`src/rtl/chu_pkg.sv`:
```
// Shared widths, codes and divider settings for the chained hash table unit.
`timescale 1ns / 1ps

package chu_pkg;

	localparam int KEY_W    = 31;
	localparam int PAY_W    = 16;
	localparam int CFG_W    = 9;
	localparam int STAT_W   = 2;
	localparam int DIV_BITS = 4;
	localparam int DIV_STEPS = 8;
	localparam logic [CFG_W-1:0] BUCKETS_RESET = CFG_W'(179);

	typedef enum logic {
		REQ_INSERT = 1'b0,
		REQ_SEARCH = 1'b1
	} req_t;

	typedef enum logic [STAT_W-1:0] {
		ST_OK        = 2'd0,
		ST_NOT_FOUND = 2'd1,
		ST_POOL_FULL = 2'd2
	} status_t;

endpackage

```
`src/rtl/chu_mod_unit.sv`:
```
// Iterative key modulo unit: several remainder bits per cycle by compare and subtract.
`timescale 1ns / 1ps

module chu_mod_unit #(
	parameter int MOD_W = 9
) (
	input  logic                     clk,
	input  logic                     arst_n,
	input  logic                     start,
	input  logic [chu_pkg::KEY_W-1:0] key,
	input  logic [MOD_W-1:0]         modulus,
	output logic                     done,
	output logic [MOD_W-1:0]         remainder
);
	import chu_pkg::*;

	localparam int DVD_W = DIV_BITS * DIV_STEPS;
	localparam int CNT_W = (DIV_STEPS > 1) ? $clog2(DIV_STEPS) : 1;

	logic [DVD_W-1:0] dvd_q;
	logic [MOD_W-1:0] rem_q;
	logic [CNT_W-1:0] cnt_q;
	logic             busy_q;
	logic             done_q;
	logic [MOD_W-1:0] rem_nxt;
	logic [MOD_W:0]   trial;

	always_comb begin
		rem_nxt = rem_q;
		trial = '0;
		for (int i = 0; i < DIV_BITS; i++) begin
			trial = {rem_nxt, dvd_q[DVD_W-1-i]};
			if (trial >= {1'b0, modulus}) begin
				trial = trial - {1'b0, modulus};
			end
			rem_nxt = trial[MOD_W-1:0];
		end
	end

	always_ff @(posedge clk or negedge arst_n) begin
		if (!arst_n) begin
			busy_q <= 1'b0;
			done_q <= 1'b0;
			cnt_q <= '0;
		end else begin
			done_q <= busy_q && !start && (cnt_q == CNT_W'(DIV_STEPS - 1));
			if (start) begin
				busy_q <= 1'b1;
				cnt_q <= '0;
			end else if (busy_q) begin
				cnt_q <= cnt_q + CNT_W'(1);
				if (cnt_q == CNT_W'(DIV_STEPS - 1)) begin
					busy_q <= 1'b0;
				end
			end
		end
	end

	always_ff @(posedge clk) begin
		if (start) begin
			dvd_q <= DVD_W'(key);
			rem_q <= '0;
		end else if (busy_q) begin
			dvd_q <= dvd_q << DIV_BITS;
			rem_q <= rem_nxt;
		end
	end

	assign done = done_q;
	assign remainder = rem_q;

endmodule

```
`config.mk`:
```
export PLATFORM = sky130hd
export DESIGN_NAME = chu_mod_unit
export DESIGN_NICKNAME = d
export VERILOG_FILES = /design/src/rtl/chu_pkg.sv /design/src/rtl/chu_mod_unit.sv
export SDC_FILE = /design/constraint.sdc
export NUM_CORES = 1
export LEC_CHECK = 0
export BUFFER_PORTS_ARGS = -buffer_cell sky130_fd_sc_hd__clkbuf_2
export CORE_MARGIN = 2
export CORE_UTILIZATION = 53
export CTS_BUF_LIST = sky130_fd_sc_hd__clkbuf_16
export DETAILED_ROUTE_END_ITERATION = 6
export PLACE_DENSITY = 0.84
export SLEW_MARGIN = 20
export SYNTH_ARGS = -nofsm -noshare
export SYNTH_HDL_FRONTEND = slang
export SYNTH_SLANG_ARGS = --single-unit
```
`constraint.sdc`:
```
create_clock -name clk -period 8.6 [get_ports clk]
set_clock_uncertainty 0.2 [all_clocks]
set_input_delay 0.86 -clock clk [delete_from_list [all_inputs] [get_ports clk]]
set_output_delay 0.86 -clock clk [all_outputs]
set_load 0.1 [all_outputs]
```
Word level (Yosys, flattened, before mapping)
Index checks and enable logic that the tools add are counted.
{ "op_classes": {"order_cmp": 4, "addsub": 5, "n_reduce_logical": 4, "n_eq_ne": 1, "muxes": 11} }
{ "op_table": {"columns": ["op", "count"], "rows": [
  ["31-bit 2-to-1 mux", 2],
  ["10-bit by 9-bit >= comparator with 1-bit output", 4],
  ["9-bit 2-to-1 mux", 4],
  ["9-bit subtractor", 4],
  ["3-bit 2-to-1 mux", 2],
  ["3-bit by 1-bit adder with 3-bit output (second input constant)", 1],
  ["3-bit == test (second input constant)", 1],
  ["1-bit 2-to-1 mux", 3],
  ["1-bit logical AND", 2],
  ["2-bit nonzero test", 1],
  ["1-bit logical NOT", 1]
]} }
{ "totals": {"reg_bits": 46, "word_cells": 31, "input_bits": 43, "out_inout_bits": 10} }

Longest topological paths before layout
Gate-level depths: netlist (run 1).
{ "depth": {"ltp_word": 8, "mapped_depth": 38, "mapped_depth_nobuf": 36} }

Worst setup path before layout (run 1)
OpenSTA, ideal clock, no wires.
{ "synth_timing": {"path_kind": "in2reg", "from": "input port modulus[1]", "to": "register rem_q[0], in the netlist remainder[0]", "t_arrival_ns": 8.359, "required_time_ns": 8.320, "path_slack_ns": -0.039, "path_stages": 34, "path_cell_list": "inv_1 fa_1 a211oi_2 o21ai_2 a211o_1 clkbuf_1 mux2_2 ha_1 nor2b_1 o21ai_0 a31oi_1 a2111o_1 buf_1 nor2_1 a21oi_1 fa_1 a21o_1 a211oi_1 o211ai_1 a221o_1 a211o_4 nand2_4 mux2_2 ha_1 a21o_1 a21oi_1 o21ai_0 a21oi_1 nor2b_1 nor3_1 o2111ai_2 buf_6 mux2_4 a211oi_2"} }
{ "synth_via": {"elab_chain_len": 8} }
{ "synth_lines": {"columns": ["element", "line", "rtl"], "rows": [
  ["start, declared", "chu_mod_unit.sv:11", "input logic [MOD_W-1:0] modulus,"],
  ["9-bit subtractor or 10-bit by 9-bit >= comparator with 1-bit output (tied branches)", "chu_mod_unit.sv:34, chu_mod_unit.sv:33", null],
  ["9-bit 2-to-1 mux", "chu_mod_unit.sv:33", "if (trial >= {1'b0, modulus}) begin"],
  ["9-bit subtractor or 10-bit by 9-bit >= comparator with 1-bit output (tied branches)", "chu_mod_unit.sv:34, chu_mod_unit.sv:33", null],
  ["9-bit 2-to-1 mux", "chu_mod_unit.sv:33", null],
  ["9-bit subtractor or 10-bit by 9-bit >= comparator with 1-bit output (tied branches)", "chu_mod_unit.sv:34, chu_mod_unit.sv:33", null],
  ["9-bit 2-to-1 mux", "chu_mod_unit.sv:33", null],
  ["10-bit by 9-bit >= comparator with 1-bit output *", "chu_mod_unit.sv:33", null],
  ["9-bit 2-to-1 mux *", "chu_mod_unit.sv:33", null],
  ["end signal, assigned", "chu_mod_unit.sv:65", "rem_q <= rem_nxt;"],
  ["end, declared", "chu_mod_unit.sv:21", "logic [MOD_W-1:0] rem_q;"]
]} }
Every way passes the cells marked *; elsewhere a longest branch is shown, timed or not.
A chain may end at the register's enable or synchronous reset.

Final worst setup path (run 1)
{ "layout_timing": {"from": "input port modulus[0]", "to": "register rem_q[0], in the netlist remainder[0]"} }
{ "layout_via": {"elab_chain_len": 8} }
{ "layout_lines": {"columns": ["element", "line"], "rows": [
  ["9-bit subtractor or 10-bit by 9-bit >= comparator with 1-bit output (tied branches)", "chu_mod_unit.sv:34, chu_mod_unit.sv:33"],
  ["9-bit 2-to-1 mux", "chu_mod_unit.sv:33"],
  ["9-bit subtractor or 10-bit by 9-bit >= comparator with 1-bit output (tied branches)", "chu_mod_unit.sv:34, chu_mod_unit.sv:33"],
  ["9-bit 2-to-1 mux", "chu_mod_unit.sv:33"],
  ["9-bit subtractor or 10-bit by 9-bit >= comparator with 1-bit output (tied branches)", "chu_mod_unit.sv:34, chu_mod_unit.sv:33"],
  ["9-bit 2-to-1 mux", "chu_mod_unit.sv:33"],
  ["10-bit by 9-bit >= comparator with 1-bit output", "chu_mod_unit.sv:33"],
  ["9-bit 2-to-1 mux *", "chu_mod_unit.sv:33"]
]} }
Marked as above.

==> results of run 1 <==
[per-layer routing]
metal | wire length, um | vias to the layer above | GRT usage, %
li1 | - | 1573 | -
met1 | 4293 | 1564 | 33.59
met2 | 5065 | 133 | 43.62
met3 | 640 | 21 | 4.944
met4 | 189 | 0 | 9.504
met5 | 0 | - | 0
[repair_timing]
item                       in CTS  in global routing
hold buffers                    0                  0
setup endpoints to repair       0                  9
setup buffers                   0                  5
gates resized for setup         0                 18
[critical path: cells and delay by family]
family                   cells  cell delay, ns
multiplexers                 4            1.13
buffers and inverters        4            0.52
AND/OR/NAND/NOR              4            0.50
AO/OA/AOI/OAI               17            3.86
adder cells (fa/ha/maj)      5            1.54
[cells in the final DEF, fill, tap and decap left out, types with 5 or more instances in the layout]
cell	synthesis	layout
ha_1	38	38
a211oi_1	10	8
edfxtp_1	31	31
and2_1	6	6
nand2_1	12	12
o21bai_1	5	5
clkbuf_16	0	5
nor3_1	7	5
dfrtp_1	5	5
mux2_2	36	36
dfxtp_1	10	10
clkbuf_2	0	52
xor2_1	8	8
a21o_1	8	8
xnor2_1	15	15
a21oi_1	24	21
inv_1	27	27
buf_4	0	40
o21ai_0	11	8
nor2_1	26	26
nor2b_1	6	6
nand4_1	5	5
mux2i_1	15	12
[final cells by class]
class,instances,share of cell area [%]
clock inverter,3,1.360
inverter,27,2.159
timing repair buffer,92,11.94
multi-input combinational,291,52.55
sequential,46,26.77
tap,96,2.559
clock buffer,5,2.666
[per-stage QoR]
step                hold slack [ns]  utilization, %
detailed placement           0.2949           63.97
finish                       0.1765           68.32
floorplan                    0.2565               -
CTS                          0.1803           66.72
global route                 0.1898           68.32
global placement             0.2678           63.97
[flip-flops by register name (all words and copies together) (netlist names)]
signal and count:
busy_q 1, remainder 9, cnt_q 3, done 1, dvd_q 32
[cells by family (layout without fill, tap and decap cells)]
logic type,count (synthesis),count (layout),share of synthesized area [%]
xor gates and xnor gates,23,23,5.307
buffers and inverters,37,127,3.857
AOI/OAI and AO/OA,91,91,16.68
DFF,46,46,33.09
muxes,52,52,15.03
and+or+nand+nor,83,83,11.40
adders and majority gates,42,42,14.63
[worst min path at each step]
stage | from | end | slack (ns)
after global routing | arst_n | done | 0.19
final | arst_n | done | 0.18
after detailed placement | dvd_q[27] | dvd_q[31] | 0.29
after global placement | dvd_q[27] | dvd_q[31] | 0.27
after floorplan | dvd_q[27] | dvd_q[31] | 0.26
after CTS | arst_n | done | 0.18
==> results.md, run 1 <==
* Status: finished clean
* # port buffers at 52
* Post-synth EDFFs at 31
* Crit share post-route at 98.09%
* Die Wd at 88.63 um
* Area of the core at roughly 6900 um^2
* Inst Count DP at 547
* Die height at 88.63 um
* Clock sink count at between 40 and 50
* Worst reg2reg startpoint: dvd_q[31]
* Worst Setup Start Kind: primary input
* Final worst slack at 0.1642 ns
* Post-route cell area at 4693 um^2
* Most frequent CP cell: ha_1
* Ys flop type: edfxtp_1
* ANT cells at 0
* Worst min path class: in2async
* Post-synth top cells: ha_1, mux2_2, edfxtp_1
* Crit path from: modulus[0]
* Antenna violations before repair at 0
* Final setup TNS at 0 ns
* Critical Path Sink: remainder[0]
* Wirelength, routed at about 10 mm
* Wire length per cell at 18.19 um
* Via count at 3291
* Area of the multi-input gates at 2466 um^2
* Final setup violation count at 0
* Syn Nets at 459
* Area growth from synthesis to layout at 23.63%
* Synth top area share at 24.52%
* DR vias/cell at about 5.9
* Avg Inst Size Synth at ~10 um^2
* CTS max path bufs at 2
* Synthesized area at 3796 um^2
* Area after DPL at 4394 um^2
* First-pass GRT wire length at 15.67 mm
* Initial Util at 55.26%
* Die area at 7855 um^2
* Element type at the critical path end: flop
* Synth top area cells: edfxtp_1, ha_1, mux2_2
* Finished Layout Cells at 560
* Slowest stage delay, CP at 0.41 ns
* Vias in the first global route at 3301
* Slowest CP cell: fa_1
* Layout cells sized above 1 at 34.05%
* Detail Placement HPWL at 7.660 mm
* Flop-to-flop setup slack at 0.44 ns
* Async SR Flop Fraction at 10.87%
* Synth Register Bits at 46
* Post-synthesis sequential area ratio at 33.09%
* Setup CP Type: in2reg
* Root buf cell: clkbuf_16
* Final nets at 548
* Num rows at 30
* Worst skew pair latency at 0.28 ns
* ANT nets after route at 0
* Slew margin rel. at 16.34%
* Fin crit period at roughly 8.4 ns
* Arr. time, crit path at 8.43 ns
* Fin. Hold Viols at 0
* H-tree level count at 2
* Reg2reg path depth at 34
* Library cells used by synthesis at 56
* Placer Congestion at 0.9156
* Worst EP required at 8.60 ns
* FF-to-FF End: remainder[0]
* Num CTS Buffers at 5
* GRT overflow at 0
* Most frequent cell after synthesis: ha_1
* Fill cells at 514
* Fmax at approximately 0.12 GHz
* Clk slew on worst S/H paths at around 0.06 ns
* Leading area contributor after synthesis: edfxtp_1
* Initial DRC count at between 200 and 300
* CP Max Fanout at 7
* Slew @ Worst Pin at between 1 and 1.5 ns
* FF/Latch Area at ~1300 um^2
* Largest net degree at the start of global routing at 48
* Synth Instances at about 370
* Yosys warnings at 0
* Residual DRC count at 0
* Max-Cap Viols at 0
* Boundary Pins at 53
* Total track usage at roughly a quarter
* TritonRoute pass-1 iters at 5
* Pre-CTS setup slack at -0.1757 ns
* CTS tree: yes
* Count of pins over their slew limit at 0
Power of run 1 is not shown: default switching activity piles up to over one toggle a cycle in this logic, so the estimate is an artifact.
==> run 2, diff against run 1 <==
- RECOVER_POWER: default -> 25
==> run 2 against run 1 <==
Effect of this change:
- maximum frequency stayed put
- critical path type unchanged
- hold slack better by 0.031 ns
- routed wire length hardly changed
- highest routed layer unchanged
- non-clock buffer count stayed put
- count of clock-buffer cells in the layout stayed put
- largest cell class unchanged
==> results.md, run 2 (synthesized netlist as in run 1, its figures left out) <==
* Final worst slack at 0.1642 ns (unchanged)
* Die Wd at 88.63 um (unchanged)
* Element type at the critical path end: flop
* Fill cells at 512 (-0.39%)
* Slew margin rel. at 16.34% (unchanged)
* Core Util, Final at 68.31% (about the same)
* Final nets at 548 (unchanged)
* Arr. time, crit path at 8.43 ns (about the same)
* Setup CP Type: in2reg
* Placer Congestion at 0.9156 (unchanged)
* FF-to-FF End: remainder[0]
* Vias in the first global route at 3301 (unchanged)
* Worst min path class: in2async
* Fmax at 0.1185 GHz (unchanged)
* TritonRoute pass-1 iters at 5 (unchanged)
* Area growth from synthesis to layout at 23.60% (about the same)
* Count of pins over their slew limit at 0 (unchanged)
* Num CTS Buffers at 5 (unchanged)
* Fin crit period at 8.436 ns (unchanged)
* Reg with most FFs: dvd_q
* Layout cells sized above 1 at 33.84% (-0.22 points)
* Antenna violations before repair at 0 (unchanged)
* Worst EP required at 8.60 ns (about the same)
* Fin. Hold Viols at 0 (unchanged)
* Clk slew on worst S/H paths at 0.06 ns (about the same)
* Via count at 3291 (unchanged)
* ANT cells at 0 (unchanged)
* CTS max path bufs at 2 (unchanged)
* Wirelength, routed at 10.19 mm (about the same)
* Wire length per cell at 18.19 um (about the same)
* Pre-CTS setup slack at -0.1757 ns (unchanged)
* CTS tree: yes
* Max-Cap Viols at 0 (unchanged)
* Die area at 7855 um^2 (unchanged)
* Most frequent CP cell: ha_1
* # port buffers at 52 (unchanged)
* Worst reg2reg startpoint: dvd_q[31]
* CP Max Fanout at 7 (unchanged)
* Detail Placement HPWL at 7.660 mm (unchanged)
* Largest net degree at the start of global routing at 48 (unchanged)
* Residual DRC count at 0 (unchanged)
* Max FFs per register at 32 (unchanged)
* Worst Setup Start Kind: primary input
* H-tree level count at 2 (unchanged)
* Slew @ Worst Pin at 1.235 ns (unchanged)
* Final setup violation count at 0 (unchanged)
* Reg2reg path depth at 34 (unchanged)
* Area after DPL at 4394 um^2 (unchanged)
* Flop-to-flop setup slack at 0.44 ns (about the same)
* Worst skew pair latency at 0.28 ns (about the same)
* Area of the core at 6869 um^2 (unchanged)
* Initial Util at 55.26% (unchanged)
* Num rows at 30 (unchanged)
* DR vias/cell at 5.877 (unchanged)
* Initial DRC count at 269 (unchanged)
* Total track usage at 26.06% (unchanged)
* Slowest stage delay, CP at 0.41 ns (about the same)
* Die height at 88.63 um (unchanged)
* Clock sink count at 46 (unchanged)
* Most frequent cells in the layout: clkbuf_2, buf_4, ha_1
* Status: finished clean
* Slowest CP cell: fa_1
* Boundary Pins at 53 (unchanged)
* GRT overflow at 0 (unchanged)
* First-pass GRT wire length at 15.67 mm (unchanged)
* Hold buffer count at cts at 0 (unchanged)
* Post-route cell area at 4692 um^2 (about the same)
* Min Hold Slack at 0.2076 ns (+0.03105 ns)
* Most common cell after layout, fill and taps aside: clkbuf_2
* Root buf cell: clkbuf_16
* Crit share post-route at 98.09% (unchanged)
* ANT nets after route at 0 (unchanged)
-- run 2: layout make-up --
cell class	instances	area, um^2	area share [%]
Clock buffer	5	125.1	2.667
Clock inverter	3	63.81	1.360
Inverter	27	101.3	2.160
Multi-Input combinational cell	291	2466	52.56
Sequential cell	46	1256	26.77
Tap cell	96	120.1	2.560
Timing Repair Buffer	92	559.3	11.92
-- run 2: per-layer routing --
layer  vias up  wire [um]  track usage, %
li1       1573          -               -
met1      1564       4292           33.59
met2       133       5065           43.62
met3        21        640           4.944
met4         0        189           9.504
met5         -          0               0
-- run 2: repair_timing --
action / in CTS / in global routing
gates resized for setup: 0 / 18
endpoints found under the setup margin: 0 / 9
setup buffers: 0 / 5
-- run 2: worst max-delay path by stage --
stage,slack [ns],startpoint,cells after the start,to
after floorplan,0.05,modulus[1],34,remainder[0]
after global placement,0.08,modulus[0],34,remainder[5]
after detailed placement,-0.18,modulus[0],34,remainder[8]
after CTS,0.002,modulus[0],34,remainder[8]
after global routing,-0.16,modulus[0],34,remainder[0]
final,0.16,modulus[0],34,remainder[0]
-- run 2: per-stage QoR --
step	std cells	setup TNS, ns
4_1_cts	555	0
3_5_place_dp	547	-0.8827
6_report	560	0
5_1_grt	560	-0.8097
3_3_place_gp	547	0
2_1_floorplan	374	0
-- run 2: critical path: cells and delay by family --
family | cells | cell delay [ns]
simple gates | 4 | 0.50
compound gates | 17 | 3.86
mux | 4 | 1.13
fa+ha+maj | 5 | 1.54
buf+inv | 4 | 0.52
Power of run 2 is left out for the same reason.
==> run 3, diff against run 2 <==
- ABC_AREA: default -> 1
- CORE_UTILIZATION: 53 -> 54
- PLACE_DENSITY: 0.84 -> 0.85
==> run 3 against run 2 <==
Effect of this change:
- synthesized area grew 9.3%
- critical endpoint is now remainder[7]
- final cell count increased by 31%
- critical path depth grew 12
- sequential share of layout area is 0.30 points higher
==> results.md, run 3 <==
* CP Max Fanout at 9 (+2)
* Count of pins over their slew limit at 0 (unchanged)
* Slowest CP cell: a21boi_0
* Initial DRC count at 254 (-5.6%)
* Synth Register Bits at 46 (unchanged)
* Wirelength, routed at 9.593 mm (-5.8%)
* Area growth from synthesis to layout at 11.82%
* Most frequent cells in the layout: nand2_1, inv_1, nand3_1, clkbuf_2, ha_1
* Num rows at 31 (+3.3%)
* Vias in the first global route at 3638 (+10%)
* RSZ-0062 raised after global routing: no
* Synth top area cells: edfxtp_1, nand2_1, ha_1
* Fill cells at 607 (+19%)
* Die height at 91.66 um (+3.4%)
* Slowest stage delay, CP at 0.47 ns (+0.06 ns)
* Num CTS Buffers at 5 (unchanged)
* Clk slew on worst S/H paths at 0.06 ns (about the same)
* Post-synth EDFFs at 31 (unchanged)
* Post-synthesis sequential area ratio at 30.28% (-2.8 points)
* Antenna violations before repair at 0 (unchanged)
* Via count at 3845 (+17%)
* Fmax at 0.1327 GHz (+12%)
* Fin crit period at 7.536 ns (-0.8998 ns)
* CTS max path bufs at 2 (unchanged)
* Final setup TNS at 0 ns (unchanged)
* Finished Layout Cells at 731 (+31%)
* Leading area contributor after synthesis: edfxtp_1
* Worst EP required at 8.57 ns (-0.03 ns)
* Post-synth top cells: nand2_1, inv_1, nand3_1
* First-pass GRT wire length at 16.32 mm (+4.1%)
* Wire length per cell at 13.12 um (-28%)
* TritonRoute pass-1 iters at 5 (unchanged)
* Most frequent CP cell: nand2_1
* DR vias/cell at 5.260 (-10%)
* Avg Inst Size Synth at 7.153 um^2 (-30%)
* Detail Placement HPWL at 7.662 mm (about the same)
* Library cells used by synthesis at 38 (-32%)
* # port buffers at 52 (unchanged)
* Setup Buffers After CTS at 0 (unchanged)
* Most common cell after layout, fill and taps aside: nand2_1
* GRT overflow at 0 (unchanged)
* Worst Setup Start Kind: primary input
* Die area at 8401 um^2 (+6.9%)
* Max-Cap Viols at 0 (unchanged)
* FF/Latch Area at 1256 um^2 (unchanged)
* ANT nets after route at 0 (unchanged)
* Arr. time, crit path at 7.51 ns (-0.92 ns)
* Synth top area share at 22.44% (-2.1 points)
* Die Wd at 91.66 um (+3.4%)
* Boundary Pins at 53 (unchanged)
* Final setup violation count at 0 (unchanged)
* Layout cells sized above 1 at 13.13% (-21 points)
* Inst Count DP at 723 (+32%)
* Most frequent cell after synthesis: nand2_1
* Async SR Flop Fraction at 10.87% (unchanged)
* Final nets at 716 (+31%)
* Yosys warnings at 0 (unchanged)
* Hold buffer count at cts at 0 (unchanged)
* Synthesized area at 4149 um^2 (+9.3%)
* Post-CTS sizing at 0 (unchanged)
* Worst skew pair latency at 0.29 ns (about the same)
* Total track usage at 23.91% (-2.2 points)
* Crit share post-route at 87.63% (-10 points)
* Slew margin rel. at 17.45% (+1.1 points)
* Residual DRC count at 0 (unchanged)
* Root buf cell: clkbuf_16
* Placer Congestion at 0.9199 (+0.47%)
* Ys flop type: edfxtp_1
* Area of the multi-input gates at 2524 um^2 (+2.3%)
* Fin. Hold Viols at 0 (unchanged)
* Worst min path class: in2async
* H-tree level count at 2 (unchanged)
* Clock sink count at 46 (unchanged)
* ANT cells at 0 (unchanged)
* Syn Nets at 665 (+45%)
* Reg with most FFs: dvd_q
* Setup CP Type: in2reg
* Initial Util at 56.60% (+1.3 points)
* Slew @ Worst Pin at 1.238 ns (+0.002910 ns)
* Largest net degree at the start of global routing at 35 (-27%)
* Element type at the critical path end: flop
* Max FFs per register at 32 (unchanged)
* Status: finished clean
* Synth Instances at 580 (+55%)
* CTS tree: yes
* Area of the core at 7331 um^2 (+6.7%)
## run 3: metrics by stage
stage | util, % | area [um^2] | setup slack (ns) | hold slack [ns]
6_report | 63.29 | 4639 | 1.064 | 0.2200
5_1_grt | 63.29 | 4639 | 0.3239 | 0.2358
4_1_cts | 63.34 | 4643 | 1.187 | 0.1795
3_5_place_dp | 61.41 | 4502 | 0.9133 | 0.2694
3_3_place_gp | 61.41 | 4502 | 1.138 | 0.2508
2_1_floorplan | - | 4149 | 1.736 | 0.2215
## run 3: kinds of logic (layout without fill, tap and decap cells)
logic type	after synthesis	count (layout)	share of synthesized area, %
xor gates and xnor gates	23	23	4.855
adders and majority gates	42	42	13.39
buffers and inverters	98	150	8.896
and+or+nand+nor	326	326	35.74
AOI/OAI and AO/OA	45	45	6.846
DFF	46	46	30.28
## run 3: worst max-delay path: cells and delay by family
family,cells,cell delay [ns]
and+or+nand+nor,28,2.99
AOI/OAI and AO/OA,7,1.50
adders and majority gates,4,1.45
buffers and inverters,7,0.70
## run 3: cell type report
class / count / share of cell area (%)
clock buffers: 5 / 2.697
flip-flops and latches: 46 / 27.08
multi-input cells: 436 / 54.40
well taps: 99 / 2.670
repair buffers: 52 / 5.529
clock inverters: 3 / 0.3506
inverters: 90 / 7.282
## run 3: worst paths after layout
kind                            startpoint      endpoint  slack [ns]  cells after the start
worst min register to register   dvd_q[27]     dvd_q[31]        0.28                      2
worst max register to register   dvd_q[31]  remainder[7]        1.42                     43
worst min-delay path                arst_n      cnt_q[1]        0.22                      1
worst max-delay path            modulus[5]  remainder[7]        1.06                     46
max in group asynchronous           arst_n          done        7.77                      1
min in group clk                 dvd_q[27]     dvd_q[31]        0.28                      2
## run 3: layer usage
metal  share of wire (%)  GRT usage (%)  wire length [um]
met1                  44          31.69              4174
met4                 4.0          8.838               380
met2                  46          40.13              4391
met5                   0              0                 0
met3                 6.7          2.876               646
Power of run 3 is left out for the same reason.
